$ cat src/rtl/dmht_pkg.sv
// Shared types and constants of the direct-mapped hash table.
`timescale 1ns / 1ps
`default_nettype none
package dmht_pkg;

  localparam int unsigned LEN_W       = 11;
  localparam int unsigned HASH_W      = 32;
  localparam int unsigned BYTE_W      = 8;
  localparam int unsigned VALUE_W     = 32;
  localparam int unsigned VLEN_W      = 16;
  localparam int unsigned FUNC_W      = 2;
  localparam int unsigned HASH_SHIFT  = 5;
  localparam logic [HASH_W-1:0] HASH_SEED = 32'd5381;

  // modulo unit: MOD_BITS quotient bits retired per cycle
  localparam int unsigned MOD_BITS    = 4;
  localparam int unsigned MOD_STEPS   = HASH_W / MOD_BITS;
  localparam int unsigned STEP_W      = $clog2(MOD_STEPS);

  localparam int unsigned QUEUE_DEPTH = 2;

  // configuration port
  localparam int unsigned APB_ADDR_W  = 3;
  localparam int unsigned APB_DATA_W  = 32;
  localparam logic        REG_TABLE_LEN = 1'b0;   // register index (paddr[2])
  localparam logic [LEN_W-1:0] TABLE_LEN_RESET = 11'd1024;

  typedef enum logic [FUNC_W-1:0] {
    FUNC_INSERT = 2'd0,
    FUNC_GET    = 2'd1,
    FUNC_REMOVE = 2'd2
  } func_t;

  typedef struct packed {
    logic [FUNC_W-1:0]  func;
    logic [HASH_W-1:0]  hash;
    logic [VALUE_W-1:0] value;
    logic [VLEN_W-1:0]  length;
  } job_t;

  typedef struct packed {
    logic               valid;
    logic [VALUE_W-1:0] value;
    logic [VLEN_W-1:0]  length;
  } slot_t;

  typedef enum logic [2:0] {
    ST_CLEAR,
    ST_IDLE,
    ST_DIV,
    ST_READ,
    ST_EXEC
  } back_state_t;

endpackage
`default_nettype wire

$ cat src/rtl/dmht_fifo.sv
// Short job queue between the hashing front end and the table back end.
`timescale 1ns / 1ps
`default_nettype none
module dmht_fifo (
  input  wire logic            clk,
  input  wire logic            rst,
  input  wire logic            push,
  input  wire dmht_pkg::job_t  push_data,
  output      logic            push_ready,
  input  wire logic            pop,
  output      dmht_pkg::job_t  pop_data,
  output      logic            pop_valid
);

  localparam int unsigned PTR_W = (dmht_pkg::QUEUE_DEPTH > 1) ?
                                  $clog2(dmht_pkg::QUEUE_DEPTH) : 1;
  localparam int unsigned CNT_W = $clog2(dmht_pkg::QUEUE_DEPTH + 1);

  dmht_pkg::job_t entries [dmht_pkg::QUEUE_DEPTH];
  logic [PTR_W-1:0] wr_ptr;
  logic [PTR_W-1:0] rd_ptr;
  logic [CNT_W-1:0] count;
  logic             do_push;
  logic             do_pop;

  assign push_ready = (count != CNT_W'(dmht_pkg::QUEUE_DEPTH));
  assign pop_valid  = (count != '0);
  assign pop_data   = entries[rd_ptr];
  assign do_push    = push && push_ready;
  assign do_pop     = pop && pop_valid;

  always_ff @(posedge clk) begin
    if (do_push) begin
      entries[wr_ptr] <= push_data;
    end
  end

  always_ff @(posedge clk) begin
    if (rst) begin
      wr_ptr <= '0;
      rd_ptr <= '0;
      count  <= '0;
    end else begin
      if (do_push) begin
        wr_ptr <= (wr_ptr == PTR_W'(dmht_pkg::QUEUE_DEPTH - 1)) ? '0 : wr_ptr + 1'b1;
      end
      if (do_pop) begin
        rd_ptr <= (rd_ptr == PTR_W'(dmht_pkg::QUEUE_DEPTH - 1)) ? '0 : rd_ptr + 1'b1;
      end
      if (do_push && !do_pop) begin
        count <= count + 1'b1;
      end else if (do_pop && !do_push) begin
        count <= count - 1'b1;
      end
    end
  end

endmodule
`default_nettype wire

$ cat config.mk
export PLATFORM = sky130hd
export DESIGN_NAME = dmht_fifo
export DESIGN_NICKNAME = d
export VERILOG_FILES = /design/src/rtl/dmht_pkg.sv /design/src/rtl/dmht_fifo.sv
export SDC_FILE = /design/constraint.sdc
export NUM_CORES = 1
export LEC_CHECK = 0
export ABC_AREA = 1
export BUFFER_PORTS_ARGS = -buffer_cell sky130_fd_sc_hd__buf_4
export CORE_AREA = 10 10 123 125
export CTS_CLUSTER_SIZE = 12
export DETAILED_ROUTE_END_ITERATION = 10
export DIE_AREA = 0 0 133 135
export PLACE_DENSITY = 0.87
export SLEW_MARGIN = 40
export SYNTH_ARGS = -nofsm -noshare
export SYNTH_HDL_FRONTEND = slang
export SYNTH_SLANG_ARGS = --single-unit
$ cat constraint.sdc
create_clock -name clk -period 5.9 [get_ports clk]
set_clock_uncertainty 0.1 [all_clocks]
set_input_delay 0.295 -clock clk [delete_from_list [all_inputs] [get_ports clk]]
set_output_delay 0.295 -clock clk [all_outputs]
set_load 0.05 [all_outputs]
# Word-level counts from Yosys, hierarchy flattened
# Memory sizes are Yosys's and may differ from the RTL's. A register that Yosys moved wholly into a read port is not among the register bits.
# Index checks and enable logic that the tools add are counted.
# Widths: inputs -> output; s select.
# totals
elab_cells	25
register_bits	4
mem_count	1
mem_bits_ro	0
latch_bits	0
ram_bits	164
# op_classes
reduce_logical	8
div_mod_pow	0
multipliers	0
n_lt_le_gt_ge	0
muxes	8
add_sub_neg	4
n_bitwise	0
n_eq_ne	1
shifts	0
# mem_list
name	words	width	rd	rd_ports_with_merged_regs	wr	line_no	text
entries	2	82	1	1	1	dmht_fifo.sv:19	dmht_pkg::job_t entries [dmht_pkg::QUEUE_DEPTH];
# ops
op	n
$mux 1	6
$logic_and 1x1->1	4
$mux 2	2
$reduce_bool 2->1	2
$add 1x1->1 const B	2
$add 2x1->2 const B	1
$logic_not 1->1	2
$ne 2x2->1 const B	1
$sub 2x1->2 const B	1

# Depth between registers and ports, before layout
# logic_depth
word_depth	6
mapped_depth	11
mapped_depth_nobuf	11

# Worst setup path before layout
# Ideal clock, no wire load.
# synth_timing
path_type	reg-to-reg
start	reg count[0]
end	mem entries[0][0] (netlist bit) (enable)
setup_slack_ps	913
path_buffers	0
period_less_slack_ps	4987
t_arrival_ps	4364
t_required_ps	5277
path_stages_with_launch	5
path_cell_list	dfxtp_1 inv_1 nand2_1 nand2_1 nor2_1
# synth_between
elab_chain_cells	4
# synth_lines
element	line_no	text
from (decl)	dmht_fifo.sv:22	logic [CNT_W-1:0] count;
from (signal assigned)	dmht_fifo.sv:51	count <= count + 1'b1;
from (signal assigned)	dmht_fifo.sv:53	count <= count - 1'b1;
$ne 2x2->1	dmht_fifo.sv:26	assign push_ready = (count != CNT_W'(dmht_pkg::QUEUE_DEPTH));
named net push_ready	dmht_fifo.sv:9	output logic push_ready,
$logic_and 1x1->1	dmht_fifo.sv:29	assign do_push = push && push_ready;
$mux 1	dmht_fifo.sv:33	if (do_push) begin
$mux 1 (implied by the code)	dmht_fifo.sv:34	entries[wr_ptr] <= push_data;
to (decl)	dmht_fifo.sv:19	
# The timed path passes the listed nets, and every way through them passes these cells.

==> summary.md <==
• sky130_fd_sc_hd__clkbuf_16 — clock root buffer master
• 2 — number of antenna violations at the first check in global routing
• 0 — Yosys Warn Count
• 691 ps — transition time at the pin with the least slew margin
• flip-flop — Worst Setup Start Kind
• 2 — number of buffers on the longest clock path
• 76.6% — post-synthesis sequential area ratio
• 0 ps — accumulated negative setup slack
• 36.2% — combinational cell fraction of total power
• 630 — total instance count after detailed placement
• 0 — Max-Cap Viols
• 4 — 1st-pass router iterations
• 187 — iteration-0 DRC count of the detailed router
• 53.9% — Max-Slew Margin vs Limit
• 41 — floorplan row count
• 52 — pin count of the biggest net entering global routing
• 37.6% — share of total power in sequential cells
• 1.43 mW — switching power
• 169 — count of buffers from port buffering
• 50.3% — fraction of layout cells with a size suffix above 1
• 0 — GRT overflow
• 2.79 mW — Internal Pwr Total
• 133 um — horizontal die dimension
• 3500 ps — post-place setup slack
• 31 — largest driver fanout on the critical path
• primary input to flip-flop — path category of the worst min-delay check
• 9290 um — detailed placement HPWL
• 18,000 sq um — DIE AREA
• 82 — Hold-fix buffers, CTS
• 0 — antenna-violating nets left
• 410 ps — clock latency on the worst-skew pair
• 135 um — die height
• 449 nW/um^2 — power per cell area
• 14,200 um — Routed Wire Length
• 60 ps — clock-pin slew of the registers on the worst-case setup and hold paths
• 0.715 — routability cong.
• 379 — Syn Nets
• 646 — net count of the finished layout
• 4.76 — post-detailed-route via-to-cell ratio
• 52.2% — Initial Util
• 19.1 um — Routed WL per cell
• sky130_fd_sc_hd__buf_4 — most common cell after layout, fill and taps aside
• 22,400 um — wire length of the first global-routing pass
• 4 — level count of the clock H-tree
• 0 — count of buffers added by post-CTS timing repair for setup
• 7960 sq um — Post-DP Area
• 0 — final slew viol count
• completed — outcome
• 746 — Non-Filler Instances
• 2570 ps — post-layout min period
• 169 — clock sink total
• 6560 sq um — combined area of all synthesized cells
• 390 MHz — highest achievable clock rate
• 0 — remaining design rule violation count
• 4,042 — number of global-route vias before repair
• 12,600 sq um — Core ar.
• 2170 ps — arrival time of data at the critical path endpoint
• false — RSZ-0062 raised after global routing
• 16.2% — global-route usage over all layers
• 0 — final hold viol count
• 43.5% — crit share post-route
• built — CTS tree
• 26.2% — part of the total power dissipated in the clock network
• 292 — count of mapped cells out of synthesis
• 3.74 nW — leak pwr
• 22.5 sq um — mean instance size in the synthesized netlist
• 14 — Yosys cell types
• 0 — final setup violation count
• flip-flop to primary output — class of the most critical setup path
• sky130_fd_sc_hd__buf_4 (172), sky130_fd_sc_hd__edfxtp_1 (164), sky130_fd_sc_hd__dlygate4sd3_1 (82) — highest-count cells in the layout ignoring fill and taps
• 170 — top-level port count
• 33.9% — switching part of the total
• 419 uV — IR Drop Worst-Case VDD
• 9390 sq um — Finished Cell Area
• 5510 ps — required time worst endpoint
• 74.7% — final core area utilization
• 169 — flip-flop and latch count after synthesis
• 3,552 — total number of vias
• 0 — number of gates resized after cts
• primary output — CP endpoint kind
• 43.1% — layout overhead on the synthesized area
• 17 — Inserted Clock Buffers
• 3330 ps — setup slack of the critical path after layout
area by class of cell:
cell class                 instances  area (sq um)
timing repair buffer             257          2160
fill                             697          3180
clock inverter                     8           118
clock buffer                      24           482
inverter                           8          30.0
multi-input combinational        106          1350
sequential                       169          5030
antenna                            2          5.00
tap                              172           215
per-layer routing:
layer | up-vias | GRT usage [%] | wire length (um)
met5 | - | 0 | 0
met4 | 0 | 6.72 | 225
met3 | 19 | 5.79 | 948
met2 | 123 | 28.2 | 7440
met1 | 1738 | 17.5 | 5610
li1 | 1672 | - | -
state kept, by name (all words and copies together), names as in the netlist, named ones only:
signal,count
entries,164
wr_ptr,1
count,2
rd_ptr,1
kinds of logic after synthesis:
logic type	synth area share, %
compound gates	0.305
buf+inv	3.07
simple gates	1.16
flops	76.6
mux	18.7
fa+ha+maj	0.191
critical path, cell delays in order, from the launching register on:
cell                      delay, ps
sky130_fd_sc_hd__dfxtp_4        620
sky130_fd_sc_hd__buf_4          560
sky130_fd_sc_hd__mux2_4         350
sky130_fd_sc_hd__buf_4          190
cell usage after synthesis:
cell type	number	area share, %
sky130_fd_sc_hd__ha_1	1	0.19
sky130_fd_sc_hd__nor2_1	7	0.40
sky130_fd_sc_hd__nand4_1	1	0.095
sky130_fd_sc_hd__nand2_1	9	0.52
sky130_fd_sc_hd__inv_1	8	0.46
sky130_fd_sc_hd__buf_12	8	2.4
sky130_fd_sc_hd__edfxtp_1	164	75
sky130_fd_sc_hd__o21ai_0	2	0.15
sky130_fd_sc_hd__dfxtp_1	5	1.5
sky130_fd_sc_hd__mux2_2	2	0.34
sky130_fd_sc_hd__a21oi_1	2	0.15
sky130_fd_sc_hd__buf_6	1	0.17
sky130_fd_sc_hd__mux2_4	80	18
sky130_fd_sc_hd__nand3_1	2	0.15
power by group through the flow:
stage	clock network [mW]	registers, mW	logic, mW
floorplan	0	1.59	1.16
detailed placement	0	1.61	1.49
CTS	1.12	1.59	1.54
global placement	0	1.63	1.42
finish	1.10	1.59	1.53
global route	1.18	1.61	1.60
path summary, 6_finish.rpt:
check                               start             end  slack (ps)  depth (start not counted)
worst min-delay path                  rst        count[1]          70                          4
worst max register to register   count[0]  entries[1][77]        3500                          6
worst min register to register     rd_ptr       flip-flop         420                          2
worst max-delay path            flip-flop    pop_data[46]        3330                          3
per-stage QoR:
stage / hold WS [ps] / total power, mW
after floorplan: 294 / 2.76
after global placement: 374 / 3.05
after detailed placement: 383 / 3.10
after CTS: 47.4 / 4.25
after global routing: 77.6 / 4.38
final: 69.8 / 4.22
No activity file was read; power rests on OpenSTA's default activity.
