==> config.mk <==
export PLATFORM = sky130hd
export DESIGN_NAME = dmht_front_flat
export DESIGN_NICKNAME = d
export VERILOG_FILES = /design/src/rtl/dmht_pkg.sv /design/src/rtl/dmht_if.sv /design/src/rtl/dmht_front.sv /design/src/flat_wrapper.sv
export SDC_FILE = /design/constraint.sdc
export NUM_CORES = 1
export LEC_CHECK = 0
export ABC_CLOCK_PERIOD_IN_PS = 10100
export BUFFER_PORTS_ARGS = -buffer_cell sky130_fd_sc_hd__buf_2
export CAP_MARGIN = 20
export CORE_MARGIN = 2
export CORE_UTILIZATION = 47
export CTS_CLUSTER_SIZE = 10
export DETAILED_ROUTE_END_ITERATION = 7
export GPL_TIMING_DRIVEN = 0
export PLACE_DENSITY = 0.77
export SLEW_MARGIN = 20
export SYNTH_ARGS = -nofsm -noshare
export SYNTH_HDL_FRONTEND = slang
export SYNTH_SLANG_ARGS = --single-unit
==> constraint.sdc <==
create_clock -name clk -period 10.1 [get_ports clk]
set_input_delay 3.03 -clock clk [delete_from_list [all_inputs] [get_ports clk]]
set_output_delay 3.03 -clock clk [all_outputs]
set_load 0.05 [all_outputs]
==> src/rtl/dmht_pkg.sv <==
// Shared types and constants of the direct-mapped hash table.
`timescale 1ns / 1ps
`default_nettype none
package dmht_pkg;

  localparam int unsigned LEN_W       = 11;
  localparam int unsigned HASH_W      = 32;
  localparam int unsigned BYTE_W      = 8;
  localparam int unsigned VALUE_W     = 32;
  localparam int unsigned VLEN_W      = 16;
  localparam int unsigned FUNC_W      = 2;
  localparam int unsigned HASH_SHIFT  = 5;
  localparam logic [HASH_W-1:0] HASH_SEED = 32'd5381;

  // modulo unit: MOD_BITS quotient bits retired per cycle
  localparam int unsigned MOD_BITS    = 4;
  localparam int unsigned MOD_STEPS   = HASH_W / MOD_BITS;
  localparam int unsigned STEP_W      = $clog2(MOD_STEPS);

  localparam int unsigned QUEUE_DEPTH = 2;

  // configuration port
  localparam int unsigned APB_ADDR_W  = 3;
  localparam int unsigned APB_DATA_W  = 32;
  localparam logic        REG_TABLE_LEN = 1'b0;   // register index (paddr[2])
  localparam logic [LEN_W-1:0] TABLE_LEN_RESET = 11'd1024;

  typedef enum logic [FUNC_W-1:0] {
    FUNC_INSERT = 2'd0,
    FUNC_GET    = 2'd1,
    FUNC_REMOVE = 2'd2
  } func_t;

  typedef struct packed {
    logic [FUNC_W-1:0]  func;
    logic [HASH_W-1:0]  hash;
    logic [VALUE_W-1:0] value;
    logic [VLEN_W-1:0]  length;
  } job_t;

  typedef struct packed {
    logic               valid;
    logic [VALUE_W-1:0] value;
    logic [VLEN_W-1:0]  length;
  } slot_t;

  typedef enum logic [2:0] {
    ST_CLEAR,
    ST_IDLE,
    ST_DIV,
    ST_READ,
    ST_EXEC
  } back_state_t;

endpackage
`default_nettype wire

==> src/rtl/dmht_if.sv <==
// Item channels: key bytes in, table results out.
`timescale 1ns / 1ps
`default_nettype none
interface dmht_in_if;
  logic                              valid;
  logic                              ready;
  logic [dmht_pkg::FUNC_W-1:0]       func;
  logic [dmht_pkg::BYTE_W-1:0]       key_byte;
  logic                              key_last;
  logic [dmht_pkg::VALUE_W-1:0]      value_word;
  logic [dmht_pkg::VLEN_W-1:0]       value_length;

  modport source (output valid, func, key_byte, key_last, value_word, value_length,
                  input ready);
  modport sink   (input valid, func, key_byte, key_last, value_word, value_length,
                  output ready);
endinterface

`default_nettype wire

==> src/rtl/dmht_front.sv <==
// Front end: takes key bytes, runs the djb2 hash and queues a job per key.
`timescale 1ns / 1ps
`default_nettype none
module dmht_front (
  input  wire logic            clk,
  input  wire logic            rst,
  input  wire logic            enable,
  dmht_in_if.sink              req,
  output      logic            push,
  output      dmht_pkg::job_t  push_data,
  input  wire logic            push_ready
);

  logic [dmht_pkg::HASH_W-1:0] running_hash;
  logic [dmht_pkg::HASH_W-1:0] hash_next;
  logic                        accept;

  assign req.ready = enable && push_ready;
  assign accept    = req.valid && req.ready;

  // hash*33 + byte, wrapping at 32 bits
  assign hash_next = (running_hash << dmht_pkg::HASH_SHIFT) + running_hash
                   + dmht_pkg::HASH_W'(req.key_byte);

  assign push             = accept && req.key_last;
  assign push_data.func   = req.func;
  assign push_data.hash   = hash_next;
  assign push_data.value  = req.value_word;
  assign push_data.length = req.value_length;

  always_ff @(posedge clk) begin
    if (rst) begin
      running_hash <= dmht_pkg::HASH_SEED;
    end else if (accept) begin
      running_hash <= req.key_last ? dmht_pkg::HASH_SEED : hash_next;
    end
  end

endmodule
`default_nettype wire

==> src/flat_wrapper.sv <==
// flat-port wrapper written by rule: the top's interface ports become plain ports
module dmht_front_flat 
  (clk, rst, enable, push, push_data, push_ready, req_valid, req_func, req_key_byte, req_key_last, req_value_word, req_value_length, req_ready);
  dmht_in_if req_i ();
  input  wire logic clk;
  input  wire logic rst;
  input  wire logic enable;
  output      logic push;
  output      dmht_pkg::job_t push_data;
  input  wire logic push_ready;
  input wire logic [$bits(req_i.valid)-1:0] req_valid;
  input wire logic [$bits(req_i.func)-1:0] req_func;
  input wire logic [$bits(req_i.key_byte)-1:0] req_key_byte;
  input wire logic [$bits(req_i.key_last)-1:0] req_key_last;
  input wire logic [$bits(req_i.value_word)-1:0] req_value_word;
  input wire logic [$bits(req_i.value_length)-1:0] req_value_length;
  output wire logic [$bits(req_i.ready)-1:0] req_ready;
  assign req_i.valid = req_valid;
  assign req_i.func = req_func;
  assign req_i.key_byte = req_key_byte;
  assign req_i.key_last = req_key_last;
  assign req_i.value_word = req_value_word;
  assign req_i.value_length = req_value_length;
  assign req_ready = req_i.ready;
  dmht_front u_core (.clk(clk), .rst(rst), .enable(enable), .req(req_i), .push(push), .push_data(push_data), .push_ready(push_ready));
endmodule
======== After elaboration in Yosys (flattened, before gate mapping) ========
Index checks and enable logic that the tools add are counted.
Widths: inputs -> output; s select.
storage, ports and cells
  bits in registers ....................... 32
  input port bits ......................... 64
  output and inout port bits .............. 84
  word-level logic and storage cells ...... 7
cells by class
  add/sub/neg operators ................... 2
  mux-type cells .......................... 1
  reductions and logical operators ........ 3
operators with widths
  operator           number
  $add 32x32->32     1
  $add 32x8->32      1
  $mux 32            1
  $logic_and 1x1->1  3

======== Longest topological paths before layout ========
Gate-level depths: netlist of the first run.
  word-level depth ........................ 3
  gate-level depth with buffers ........... 11
  depth with buffers taken out ............ 11

======== Least setup slack after synthesis of the first run ========
No wires, ideal clock.
  path kind ............................... input to output
  from .................................... in req_key_byte[5]
  to ...................................... out push_data[78] (netlist bit)
  data arrival time ....................... 5732 ps
  required time ........................... 7070 ps
  setup slack ............................. 1338 ps
  cell stages on the path ................. 11
  buffers on the path ..................... 0
  cell sequence ........................... inv_1 -> fa_1 -> inv_1 -> ha_1 -> nand2_1 -> nor3_1 -> nor2_1 -> o211ai_2 -> o211ai_1 -> o21ai_1 -> xor2_1
RTL lines
  what             RTL line            RTL
  start, declared  flat_wrapper.sv:13  input wire logic [$bits(req_i.key_byte)-1:0] req_key_byte;
  end, declared    flat_wrapper.sv:9   output dmht_pkg::job_t push_data;

==> implementation parameters, run 1 <==
Parameter                              Value

Outcome
  Status ... completed

Worst hold path
  Worst hold path depth ... 2
  Worst hold-check path type ... reg -> reg

Worst setup path
  Startpoint of the most critical register-to-register path ... u_core.running_hash[0]
  Critical path endpoint category ... output pin
  Worst Reg-to-Reg Cells ... 11
  Startpoint types ... primary input
  Data required time of the critical path ... 7.07 ns
  Endpoint of the lowest-slack register-to-register path ... u_core.running_hash[31]
  Critical path capture point ... push_data[72]
  Critical Setup Path Class ... in -> out
  CP Launch Point ... req_key_byte[5]
  Endpoint arrival time on the critical path ... slightly below 6 ns
  Flop2flop setup slack ... around 7.1 ns
  Crit Path Max Fanout ... 5

Pwr
  Internal power of the cells ... around 0.23 mW
  Static Leak ... ~2.4 nW
  Share of power burned in combinational logic ... 0.427
  Relative contribution of sequential cells to total power ... 0.314
  Final total power ... a little over 0.4 mW
  Power spent charging and discharging nets ... between 0.15 and 0.2 mW
  Worst vdd ir ... between 0.07 and 0.08 mV
  Clock network fraction of design power ... 0.259
  Switching share of power ... 0.437
  Cell Pwr Density ... slightly above 90 mW/mm^2

Clock network
  Cell at the root of the clock tree ... sky130_fd_sc_hd__clkbuf_8
  Count of buffers added by post-CTS timing repair for setup ... 0
  Buffers from clock root to sink, at most ... 2
  Clock-pin transition on the worst setup and hold timing paths ... 0.08 ns
  TritonCTS buffer count ... 5
  # resized after CTS ... 0
  # hold bufs at CTS ... 0
  Clock insertion delay at the later pin of the skew report ... roughly 0.30 ns
  H-Tree Depth ... 2
  CTS tree ... built
  Number of clock sinks ... 32

STA
  Final hold viol count ... 0
  Final setup violation count ... 0
  Worst clock skew ... 0.0117 ns
  Max_slew headroom ... 0.383
  Worst setup margin ... around 1.3 ns
  Accumulated negative setup slack ... 0 ns
  Period Utilization, post-route ... 0.874
  Achievable frequency ... ~0.11 GHz
  RSZ-0062 raised after global routing ... no
  Worst slack on hold paths ... 0.470 ns
  Max-slew violation count ... 0
  Measured slew at the worst slew-check pin ... around 0.92 ns
  Minimum period implied by the final worst setup slack ... 8.83 ns

Finish
  P&R area growth vs syn ... 18.4%
  Register Area ... approximately 640 sq um
  Final design area excluding fillers ... approximately 0.0045 sq mm
  Fill cells ... 730
  Count of antenna diodes in the layout ... 0
  Fraction of final layout cells sized beyond drive strength 1 ... 0.324
  Layout net count ... 680
  Register bank with the most flops ... u_core.running_hash
  Largest registers in the final layout ... u_core.running_hash x32
  Flip-flop count of the largest register after layout ... 32
  Multi-input gate area in the final layout ... approximately 0.0027 sq mm

Synth
  Seq/Total Area, Yosys ... 0.169
  Synth async-reset ratio ... 0
  Mean Syn Cell Area ... 8.43 sq um
  Cells after synthesis ... 451
  Top flip-flop cell by instance count after synthesis ... sky130_fd_sc_hd__dfxtp_1
  Number of enable-type register cells in the synthesized netlist ... 0
  Number of distinct library cells after synthesis ... 67
  Synthesis-stage register bit count ... 32
  Combined area of all synthesized cells ... ~0.0038 sq mm
  Number of warning messages in the yosys log ... 0
  Synthesized Nets ... about 580

Detailed routing
  Routed length per placed instance ... between 15 and 20 microns
  Total wire length ... just over 10,000 microns
  Length of the first detailed-routing pass in iterations ... 5
  Post-detailed-route DRC marker count ... 0
  Vias/cell ... about 5.7
  Count of antenna-violating nets left after detailed routing ... 0
  Vias ... around 3,800
  Number of DRC violations after detailed-routing iteration 0 ... approximately 280

Placed design
  Gpl congestion ... around 1
  Area after detailed placement ... ~0.0044 sq mm
  Count of input and output buffers ... 96
  Worst slack at placement ... around 1.3 ns
  HPWL Detailed ... between 8000 and 9000 microns

Global route
  Pin count of the biggest net entering global routing ... 11
  Initial antenna violation count ... 0
  Aggregate global routing overflow ... 0
  GRT Resource Usage Total ... 0.230
  First-pass GRT wire length ... between 15,000 and 20,000 microns
  Vias in the first global route ... roughly 3,500

Die
  Std-Cell Core Area ... between 0.007 and 0.008 sq mm
  Die footprint ... ~0.0088 sq mm
  Die Span X ... 93.9 microns
  Number of primary I/O pins ... between 100 and 150
  Row Count ... 32
  Vert. Die Dim ... approximately 94 microns
  Starting density of the core ... 0.489

Job
  Number of maximum-capacitance constraint violations ... 0
worst max-delay path, stage by stage:
cell                      delay [ns]
sky130_fd_sc_hd__buf_2          0.07
sky130_fd_sc_hd__inv_1          0.05
sky130_fd_sc_hd__fa_1           0.53
sky130_fd_sc_hd__inv_1          0.05
sky130_fd_sc_hd__ha_1           0.35
sky130_fd_sc_hd__nand2_1        0.10
sky130_fd_sc_hd__nor3_1         0.32
sky130_fd_sc_hd__nor3b_1        0.12
sky130_fd_sc_hd__o21ai_2        0.32
sky130_fd_sc_hd__o21ai_2        0.13
sky130_fd_sc_hd__o21ai_0        0.24
sky130_fd_sc_hd__xor2_1         0.20
sky130_fd_sc_hd__buf_2          0.29
power groups by stage:
stage          clock network, mW  logic, mW  registers [mW]
3_3_place_gp                   0      0.174           0.133
6_report                   0.107      0.177           0.130
5_1_grt                    0.113      0.187           0.130
3_5_place_dp                   0      0.176           0.133
4_1_cts                    0.108      0.177           0.130
2_1_floorplan                  0      0.142           0.132
final cells by class:
cell class,count,share of cell area
Multi-Input combinational cell,344,0.595
Sequential cell,32,0.142
Timing Repair Buffer,96,0.107
Inverter,10,0.00834
Clock inverter,2,0.00222
Tap cell,102,0.0283
Clock buffer,6,0.0183
Buffer,65,0.0987
routing by layer:
| layer | vias up | global-route usage | part of all wire | wire length (microns) |
|---|---|---|---|---|
| met5 | - | 0 | 0 | 0 |
| met4 | 0 | 0.0543 | 0.027 | 269 |
| met3 | 32 | 0.0361 | 0.081 | 819 |
| met2 | 186 | 0.389 | 0.46 | 4650 |
| met1 | 1724 | 0.307 | 0.43 | 4390 |
| li1 | 1820 | - | - | - |
layout by cell type, fill, tap and decap left out, types with 8 or more instances in the layout:
cell | synthesis | layout
sky130_fd_sc_hd__nand2_1 | 34 | 34
sky130_fd_sc_hd__o21a_1 | 9 | 9
sky130_fd_sc_hd__buf_4 | 50 | 50
sky130_fd_sc_hd__ha_1 | 58 | 58
sky130_fd_sc_hd__buf_2 | 4 | 100
sky130_fd_sc_hd__nand3_1 | 9 | 9
sky130_fd_sc_hd__xnor2_1 | 15 | 15
sky130_fd_sc_hd__nor2_1 | 31 | 31
sky130_fd_sc_hd__a21o_1 | 14 | 14
sky130_fd_sc_hd__inv_1 | 10 | 10
sky130_fd_sc_hd__nor3_1 | 10 | 10
sky130_fd_sc_hd__a22o_1 | 12 | 12
sky130_fd_sc_hd__a21oi_1 | 25 | 25
sky130_fd_sc_hd__o21ai_0 | 11 | 11
sky130_fd_sc_hd__clkbuf_1 | 9 | 9
sky130_fd_sc_hd__xor2_1 | 11 | 11
sky130_fd_sc_hd__dfxtp_1 | 32 | 32
sky130_fd_sc_hd__nand4_1 | 8 | 8
through the flow:
step,util,std cells
global route,0.580,657
CTS,0.580,657
floorplan,-,451
global placement,0.568,649
finish,0.580,657
detailed placement,0.568,649
cells in the mapped netlist, types with 2 or more instances:
master	number	area share
sky130_fd_sc_hd__inv_1	10	0.0099
sky130_fd_sc_hd__and3_1	5	0.0082
sky130_fd_sc_hd__a31oi_1	3	0.0049
sky130_fd_sc_hd__nand3b_1	2	0.0039
sky130_fd_sc_hd__nor3_1	10	0.013
sky130_fd_sc_hd__xnor2_1	15	0.035
sky130_fd_sc_hd__o22ai_1	2	0.0033
sky130_fd_sc_hd__nand2_1	34	0.034
sky130_fd_sc_hd__a21o_1	14	0.028
sky130_fd_sc_hd__a21oi_1	25	0.033
sky130_fd_sc_hd__nand3_1	9	0.012
sky130_fd_sc_hd__o21bai_1	7	0.014
sky130_fd_sc_hd__or3_1	2	0.0033
sky130_fd_sc_hd__o21ai_2	4	0.0092
sky130_fd_sc_hd__ha_1	58	0.19
sky130_fd_sc_hd__o211ai_1	3	0.0059
sky130_fd_sc_hd__o21ai_0	11	0.014
sky130_fd_sc_hd__a221o_1	2	0.0053
sky130_fd_sc_hd__o21a_1	9	0.018
sky130_fd_sc_hd__xor2_1	11	0.025
sky130_fd_sc_hd__nor2b_1	2	0.0033
sky130_fd_sc_hd__o31ai_1	4	0.0079
sky130_fd_sc_hd__o21ai_1	6	0.0079
sky130_fd_sc_hd__nand2b_1	5	0.0082
sky130_fd_sc_hd__a22oi_1	7	0.014
sky130_fd_sc_hd__a22o_1	12	0.028
sky130_fd_sc_hd__buf_4	50	0.099
sky130_fd_sc_hd__fa_1	4	0.021
sky130_fd_sc_hd__clkbuf_1	9	0.0089
sky130_fd_sc_hd__mux2i_1	5	0.013
sky130_fd_sc_hd__and2_1	4	0.0066
sky130_fd_sc_hd__nand4_1	8	0.013
sky130_fd_sc_hd__buf_2	4	0.0053
sky130_fd_sc_hd__dfxtp_1	32	0.17
sky130_fd_sc_hd__nor2_1	31	0.031
logic make-up (layout without fill, tap and decap cells):
kind of cell,Yosys count,after routing,share of synthesized area
AOI/OAI and AO/OA,132,132,0.268
and+or+nand+nor,118,118,0.148
buffers and inverters,75,179,0.127
adders and majority gates,62,62,0.212
DFF,32,32,0.169
xor gates and xnor gates,27,27,0.0642
muxes,5,5,0.0132
worst min path at each step:
stage,from,endpoint,slack (ns)
2_1_floorplan,u_core.running_hash[28],u_core.running_hash[28],0.43
3_3_place_gp,u_core.running_hash[28],u_core.running_hash[28],0.45
3_5_place_dp,u_core.running_hash[28],u_core.running_hash[28],0.45
4_1_cts,u_core.running_hash[28],u_core.running_hash[28],0.47
5_1_grt,u_core.running_hash[28],u_core.running_hash[28],0.51
6_report,u_core.running_hash[28],u_core.running_hash[28],0.47
Note: power is estimated with default switching activity, not from simulation.
==> run 2, diff against run 1 <==
--- a/config.mk
+++ b/config.mk
@@ -5,15 +5,15 @@
 export SDC_FILE = /design/constraint.sdc
 export NUM_CORES = 1
 export LEC_CHECK = 0
-export ABC_CLOCK_PERIOD_IN_PS = 10100
+export ABC_CLOCK_PERIOD_IN_PS = 9500
 export BUFFER_PORTS_ARGS = -buffer_cell sky130_fd_sc_hd__buf_2
 export CAP_MARGIN = 20
 export CORE_MARGIN = 2
-export CORE_UTILIZATION = 47
+export CORE_UTILIZATION = 45
 export CTS_CLUSTER_SIZE = 10
 export DETAILED_ROUTE_END_ITERATION = 7
 export GPL_TIMING_DRIVEN = 0
-export PLACE_DENSITY = 0.77
+export PLACE_DENSITY = 0.75
 export SLEW_MARGIN = 20
 export SYNTH_ARGS = -nofsm -noshare
 export SYNTH_HDL_FRONTEND = slang
==> constraint.sdc (replaced) <==
create_clock -name clk -period 9.5 [get_ports clk]
set_input_delay 2.85 -clock clk [delete_from_list [all_inputs] [get_ports clk]]
set_output_delay 2.85 -clock clk [all_outputs]
set_load 0.05 [all_outputs]
==> run 2 against run 1 <==
  * Clock-buffer cell count is 1 lower
  * Via count is 0.19% higher
  * Combinational power is 7% higher
  * Clock skew is 0.0062 ns lower
  * Cell count is 0.46% higher
  * Worst hold slack better by 0.015 ns
  * Core utilization is 2.9 points lower
  * Critical endpoint is now push_data[78]
==> implementation parameters, run 2 (same netlist as run 1, synthesis figures left out) <==
Parameter                              Value

Pwr
  Internal power of the cells ... around 0.27 mW
  Power spent charging and discharging nets ... between 0.15 and 0.2 mW
  Share of power burned in combinational logic ... 0.408
  Final total power ... roughly 0.46 mW
  Switching share of power ... 0.423
  Worst vdd ir ... about 0.073 mV
  Relative contribution of sequential cells to total power ... 0.299
  Static Leak ... between 2 and 2.5 nW
  Cell Pwr Density ... 102 mW/mm^2
  Clock network fraction of design power ... 0.293

Worst setup path
  Startpoint types ... primary input
  Critical Setup Path Class ... in -> out
  Flop2flop setup slack ... around 6.5 ns
  Startpoint of the most critical register-to-register path ... u_core.running_hash[0]
  Crit Path Max Fanout ... 4
  Endpoint arrival time on the critical path ... 5.58 ns
  Endpoint of the lowest-slack register-to-register path ... u_core.running_hash[31]
  Data required time of the critical path ... 6.65 ns
  CP Launch Point ... req_key_byte[5]
  Critical path endpoint category ... output pin
  Worst Reg-to-Reg Cells ... 11
  Critical path capture point ... push_data[78]

Global route
  Vias in the first global route ... between 3,000 and 4,000
  Initial antenna violation count ... 0
  GRT Resource Usage Total ... 0.234
  Pin count of the biggest net entering global routing ... 12
  Aggregate global routing overflow ... 0
  First-pass GRT wire length ... 16,600 microns

Die
  Die footprint ... roughly 0.009 sq mm
  Row Count ... 33
  Vert. Die Dim ... around 96 microns
  Die Span X ... approximately 96 microns
  Number of primary I/O pins ... 148
  Starting density of the core ... 0.463
  Std-Cell Core Area ... between 0.008 and 0.009 sq mm

Job
  Number of maximum-capacitance constraint violations ... 0

Outcome
  Status ... completed

Clock network
  Number of clock sinks ... 32
  # hold bufs at CTS ... 0
  Clock insertion delay at the later pin of the skew report ... slightly below 0.3 ns
  Count of buffers added by post-CTS timing repair for setup ... 0
  # resized after CTS ... 0
  Cell at the root of the clock tree ... sky130_fd_sc_hd__clkbuf_8
  CTS tree ... built
  Buffers from clock root to sink, at most ... 2
  Clock-pin transition on the worst setup and hold timing paths ... 0.07 ns
  H-Tree Depth ... 2
  TritonCTS buffer count ... 5

Detailed routing
  Routed length per placed instance ... around 16 microns
  Post-detailed-route DRC marker count ... 0
  Vias/cell ... about 5.7
  Number of DRC violations after detailed-routing iteration 0 ... roughly 240
  Count of antenna-violating nets left after detailed routing ... 0
  Vias ... between 3,000 and 4,000
  Total wire length ... 10,600 microns
  Length of the first detailed-routing pass in iterations ... 5

STA
  Max_slew headroom ... 0.341
  Measured slew at the worst slew-check pin ... roughly 1 ns
  Accumulated negative setup slack ... 0 ns
  Worst slack on hold paths ... slightly below 0.5 ns
  Final hold viol count ... 0
  Achievable frequency ... roughly 0.12 GHz
  RSZ-0062 raised after global routing ... no
  Final setup violation count ... 0
  Period Utilization, post-route ... 0.888
  Worst setup margin ... roughly 1.1 ns
  Minimum period implied by the final worst setup slack ... ~8.4 ns
  Max-slew violation count ... 0
  Worst clock skew ... 0.00551 ns

Placed design
  Gpl congestion ... roughly 0.90
  Count of input and output buffers ... between 90 and 100
  Worst slack at placement ... between 1 and 1.5 ns
  HPWL Detailed ... 8900 microns

Worst hold path
  Worst hold path depth ... 2
  Worst hold-check path type ... reg -> reg

Finish
  Most frequent cells in the layout ... 100 x sky130_fd_sc_hd__buf_2, 58 x sky130_fd_sc_hd__ha_1, 50 x sky130_fd_sc_hd__buf_4, 34 x sky130_fd_sc_hd__nand2_1, 32 x sky130_fd_sc_hd__dfxtp_1
  Most frequent standard cell in the layout excluding fill and tap cells ... sky130_fd_sc_hd__buf_2
  Count of antenna diodes in the layout ... 0
  P&R area growth vs syn ... 19.0%
  Register bank with the most flops ... u_core.running_hash
  Fraction of final layout cells sized beyond drive strength 1 ... 0.324
  Largest registers in the final layout ... u_core.running_hash x32
  Flip-flop count of the largest register after layout ... 32
  Layout net count ... 680
[run 2: layer usage]
layer  track usage  part of all wire
met1         0.301              0.43
met2         0.390              0.47
met4        0.0762             0.019
met5             0                 0
met3        0.0478             0.076
[run 2: critical path, cell delays in order]
cell,delay [ns]
sky130_fd_sc_hd__buf_2,0.07
sky130_fd_sc_hd__inv_1,0.05
sky130_fd_sc_hd__fa_1,0.53
sky130_fd_sc_hd__inv_1,0.04
sky130_fd_sc_hd__ha_1,0.34
sky130_fd_sc_hd__a21oi_1,0.19
sky130_fd_sc_hd__nand2_1,0.11
sky130_fd_sc_hd__nor2_1,0.32
sky130_fd_sc_hd__o211ai_2,0.18
sky130_fd_sc_hd__o211ai_1,0.31
sky130_fd_sc_hd__o21ai_1,0.14
sky130_fd_sc_hd__xor2_1,0.15
sky130_fd_sc_hd__buf_2,0.28
[run 2: power groups by stage]
stage          Sequential [mW]  Combinational [mW]  Clock [mW]
2_1_floorplan            0.140               0.151           0
3_3_place_gp             0.141               0.187           0
3_5_place_dp             0.141               0.189           0
4_1_cts                  0.138               0.189       0.139
5_1_grt                  0.138               0.201       0.146
6_report                 0.138               0.189       0.136
[run 2: worst min path at each step]
stage / end / startpoint / slack, ns
final: u_core.running_hash[29] / u_core.running_hash[29] / 0.48
after global routing: u_core.running_hash[29] / u_core.running_hash[29] / 0.50
after global placement: u_core.running_hash[28] / u_core.running_hash[28] / 0.45
after CTS: u_core.running_hash[29] / u_core.running_hash[29] / 0.49
after detailed placement: u_core.running_hash[29] / u_core.running_hash[29] / 0.46
after floorplan: u_core.running_hash[28] / u_core.running_hash[28] / 0.43
[run 2: cell type report]
class / count / area, sq um
well taps: 105 / 131
repair buffers: 96 / 480
plain buffers: 65 / 444
fillers: 781 / 3690
clock buffers: 5 / 68.8
multi-input cells: 344 / 2680
inverters: 10 / 37.5
clock inverters: 3 / 42.5
flip-flops and latches: 32 / 641
[run 2: stage by stage]
step	instances	utilization	cell area, sq um
floorplan	451	-	3800
global placement	652	0.537	4410
detailed placement	652	0.537	4410
CTS	660	0.551	4520
global route	660	0.551	4520
finish	660	0.551	4520
==> run 3, diff against run 2 <==
--- a/config.mk
+++ b/config.mk
@@ -5,6 +5,7 @@
 export SDC_FILE = /design/constraint.sdc
 export NUM_CORES = 1
 export LEC_CHECK = 0
+export ABC_AREA = 1
 export ABC_CLOCK_PERIOD_IN_PS = 9500
 export BUFFER_PORTS_ARGS = -buffer_cell sky130_fd_sc_hd__buf_2
 export CAP_MARGIN = 20
@@ -13,7 +14,7 @@
 export CTS_CLUSTER_SIZE = 10
 export DETAILED_ROUTE_END_ITERATION = 7
 export GPL_TIMING_DRIVEN = 0
-export PLACE_DENSITY = 0.75
+export PLACE_DENSITY = 0.73
 export SLEW_MARGIN = 20
 export SYNTH_ARGS = -nofsm -noshare
 export SYNTH_HDL_FRONTEND = slang
==> run 3 against run 2 <==
  * First-iteration DRC count grew 28%
  * Synthesized area grew 11%
  * Cell area grew 9.3%
  * Maximum frequency grew 4.8%
  * Die area grew 11%
  * Core utilization shrank 1.3 points
  * Critical endpoint is now push_data[74]
==> implementation parameters, run 3 <==
Parameter                              Value

Detailed routing
  Length of the first detailed-routing pass in iterations ... 5
  Vias/cell ... roughly 5
  Total wire length ... roughly 12,000 microns
  Vias ... about 4,500
  Post-detailed-route DRC marker count ... 0
  Routed length per placed instance ... about 13 microns
  Number of DRC violations after detailed-routing iteration 0 ... 300
  Count of antenna-violating nets left after detailed routing ... 0

Die
  Std-Cell Core Area ... 0.00920 sq mm
  Die footprint ... 0.0102 sq mm
  Number of primary I/O pins ... roughly 150
  Row Count ... 35
  Die Span X ... approximately 100 microns
  Vert. Die Dim ... between 100 and 150 microns
  Starting density of the core ... 0.461

STA
  RSZ-0062 raised after global routing ... no
  Achievable frequency ... approximately 0.12 GHz
  Worst clock skew ... approximately 0.0075 ns
  Max_slew headroom ... 0.559
  Accumulated negative setup slack ... 0 ns
  Measured slew at the worst slew-check pin ... 0.661 ns
  Final hold viol count ... 0
  Max-slew violation count ... 0
  Minimum period implied by the final worst setup slack ... just over 8 ns
  Final setup violation count ... 0
  Period Utilization, post-route ... 0.847

Synth
  Seq/Total Area, Yosys ... 0.151
  Synthesized-area fraction occupied by ao, oa, aoi and oai cells ... 0.0644
  Number of enable-type register cells in the synthesized netlist ... 0
  Number of distinct library cells after synthesis ... 25
  Synthesis-stage register bit count ... 32
  Cells after synthesis ... 701
  Largest family of logic cells by synthesized area ... simple AND/OR/NAND/NOR gates
  Number of warning messages in the yosys log ... 0
  Post-Synth Adder-Cell Area ... 0.190
  Synth async-reset ratio ... 0
  Combined area of all synthesized cells ... ~0.0042 sq mm
  Cell taking the most area after synthesis ... sky130_fd_sc_hd__nand2_1
  Top flip-flop cell by instance count after synthesis ... sky130_fd_sc_hd__dfxtp_1
  Mean Syn Cell Area ... 6.05 sq um
  Most instantiated library cell after synthesis ... sky130_fd_sc_hd__nand2_1
  Portion of synthesized cell area occupied by the leading cell type ... 0.228
  Xor and xnor area share after synthesis ... 0.0404
  Mux share of post-synthesis cell area ... 0
  Area fraction in and, or, nand and nor cells after synthesis ... 0.354
  Synthesized Nets ... between 800 and 900
  Synth top area cells ... sky130_fd_sc_hd__nand2_1 23%, sky130_fd_sc_hd__ha_1 17%, sky130_fd_sc_hd__dfxtp_1 15%, sky130_fd_sc_hd__inv_1 10%, sky130_fd_sc_hd__buf_4 9.0%
  List of most frequent post-synthesis cells ... 257 x sky130_fd_sc_hd__nand2_1, 115 x sky130_fd_sc_hd__inv_1, 58 x sky130_fd_sc_hd__ha_1

Finish
  Most frequent standard cell in the layout excluding fill and tap cells ... sky130_fd_sc_hd__nand2_1
  Fin util ... 0.538
  Multi-input gate area in the final layout ... around 0.0028 sq mm
  Most frequent cells in the layout ... 257 x sky130_fd_sc_hd__nand2_1, 115 x sky130_fd_sc_hd__inv_1, 97 x sky130_fd_sc_hd__buf_2, 58 x sky130_fd_sc_hd__ha_1, 51 x sky130_fd_sc_hd__buf_4
  Layout net count ... 930
  Count of antenna diodes in the layout ... 0
  Fraction of final layout cells sized beyond drive strength 1 ... 0.211
  Fill cells ... ~940
  Flip-flop count of the largest register after layout ... 32
  Register Area ... between 600 and 700 sq um
  P&R area growth vs syn ... 16.7%
  Largest registers in the final layout ... u_core.running_hash x32
  Register bank with the most flops ... u_core.running_hash

Outcome
  Status ... completed

Worst hold path
  Endpoint of the worst hold-timing path ... u_core.running_hash[29]
  Worst hold-check path type ... reg -> reg
  Worst hold path depth ... 2
  Hold path startpoint ... u_core.running_hash[29]

Global route
  Pin count of the biggest net entering global routing ... 11
  GRT Resource Usage Total ... 0.230
  Initial antenna violation count ... 0
  Aggregate global routing overflow ... 0
  Vias in the first global route ... roughly 4,100
  First-pass GRT wire length ... between 15,000 and 20,000 microns

Placed design
  HPWL Detailed ... 9990 microns
  Gpl congestion ... between 0.9 and 1
  Count of input and output buffers ... 96

Pwr
  Final total power ... around 0.46 mW
  Static Leak ... just over 3 nW
  Cell Pwr Density ... roughly 93 mW/mm^2
  Worst vdd ir ... between 0.08 and 0.09 mV

Worst setup path
  Series of cell instances along the critical path ... buf_2 > inv_1 > fa_1 > inv_1 > ha_1 > nand2_1 > nand2_1 > inv_1 > nand3_2 > nand2_1 > nand2_1 > nand2_1 > nand2_1 > nand2_1 > and2_1 > buf_2
  Flop2flop setup slack ... slightly below 7 ns
  CP Buf/Inv Count ... 5
  Worst Reg-to-Reg Cells ... 15
  Critical Setup Path Class ... in -> out
  Dominant cell type by count on the critical path ... sky130_fd_sc_hd__nand2_1
  CP max stage delay ... approximately 0.53 ns
  Critical path endpoint category ... output pin
  Data required time of the critical path ... roughly 6.7 ns
  Crit Path Max Fanout ... 4
  Startpoint types ... primary input
  Endpoint of the lowest-slack register-to-register path ... u_core.running_hash[26]
  Kind of cell with the highest combined delay on the critical path ... simple AND/OR/NAND/NOR gates
  Startpoint of the most critical register-to-register path ... u_core.running_hash[0]
  Endpoint arrival time on the critical path ... between 5 and 6 ns
  CP max stage cell ... sky130_fd_sc_hd__fa_1

Clock network
  CTS tree ... built
  Clock insertion delay at the later pin of the skew report ... between 0.2 and 0.3 ns
  Count of buffers added by post-CTS timing repair for setup ... 0
  Cell at the root of the clock tree ... sky130_fd_sc_hd__clkbuf_8
  Number of clock sinks ... 32
  TritonCTS buffer count ... 5
  H-Tree Depth ... 2
  Clock-pin transition on the worst setup and hold timing paths ... ~0.070 ns
  # hold bufs at CTS ... 0
  # resized after CTS ... 0
  Buffers from clock root to sink, at most ... 2

Job
  Number of maximum-capacitance constraint violations ... 0
==> run 3: logic make-up (layout without fill, tap and decap cells) <==
logic type / count (synthesis) / in the layout
and+or+nand+nor: 364 / 364
buffers and inverters: 174 / 278
adders and majority gates: 62 / 62
AOI/OAI and AO/OA: 52 / 52
DFF: 32 / 32
xor gates and xnor gates: 17 / 17
==> run 3: area by class of cell <==
cell class,count,area share
inverters,116,0.0880
repair buffers,96,0.0971
flip-flops and latches,32,0.129
well taps,111,0.0281
plain buffers,58,0.0830
clock buffers,8,0.0182
multi-input cells,495,0.556
==> run 3: power by group <==
group / internal (mW) / switching (mW) / leakage, nW
Clock: 0.0591 / 0.0520 / 0.0455
Combinational: 0.0565 / 0.154 / 2.75
Sequential: 0.137 / 0.00309 / 0.259
Total: 0.252 / 0.209 / 3.06
==> run 3: worst reg2reg max path, delay by kind of cell (launching register included) <==
| family | cells | cell delay, ns |
|---|---|---|
| flops | 1 | 0.33 |
| buf+inv | 3 | 0.22 |
| fa+ha+maj | 2 | 0.84 |
| simple gates | 9 | 0.98 |
| compound gates | 1 | 0.17 |
==> run 3: through the flow <==
| stage | cells | hold slack, ns | cell area, sq um | setup slack (ns) |
|---|---|---|---|---|
| 6_report | 916 | 0.477 | 4950 | 1.45 |
| 5_1_grt | 916 | 0.506 | 4950 | 1.26 |
| 4_1_cts | 916 | 0.476 | 4950 | 1.47 |
| 3_5_place_dp | 908 | 0.466 | 4860 | 1.46 |
| 3_3_place_gp | 908 | 0.459 | 4860 | 1.50 |
| 2_1_floorplan | 701 | 0.449 | 4240 | 1.62 |
==> run 3: worst max path at each step <==
stage,from,cells after the start,to
5_1_grt,req_key_byte[5],16,push_data[74]
3_5_place_dp,req_key_byte[5],16,push_data[74]
6_report,req_key_byte[5],16,push_data[74]
3_3_place_gp,req_key_byte[5],16,push_data[74]
2_1_floorplan,req_key_byte[5],11,push_data[63]
4_1_cts,req_key_byte[5],16,push_data[74]
==> run 3: per-layer routing <==
layer  vias to the layer above  global-route usage  part of all wire
met1                      1946               0.294              0.44
met4                         0              0.0842             0.027
li1                       2309                   -                 -
met5                         -                   0                 0
met3                        20              0.0361             0.088
met2                       206               0.390              0.45
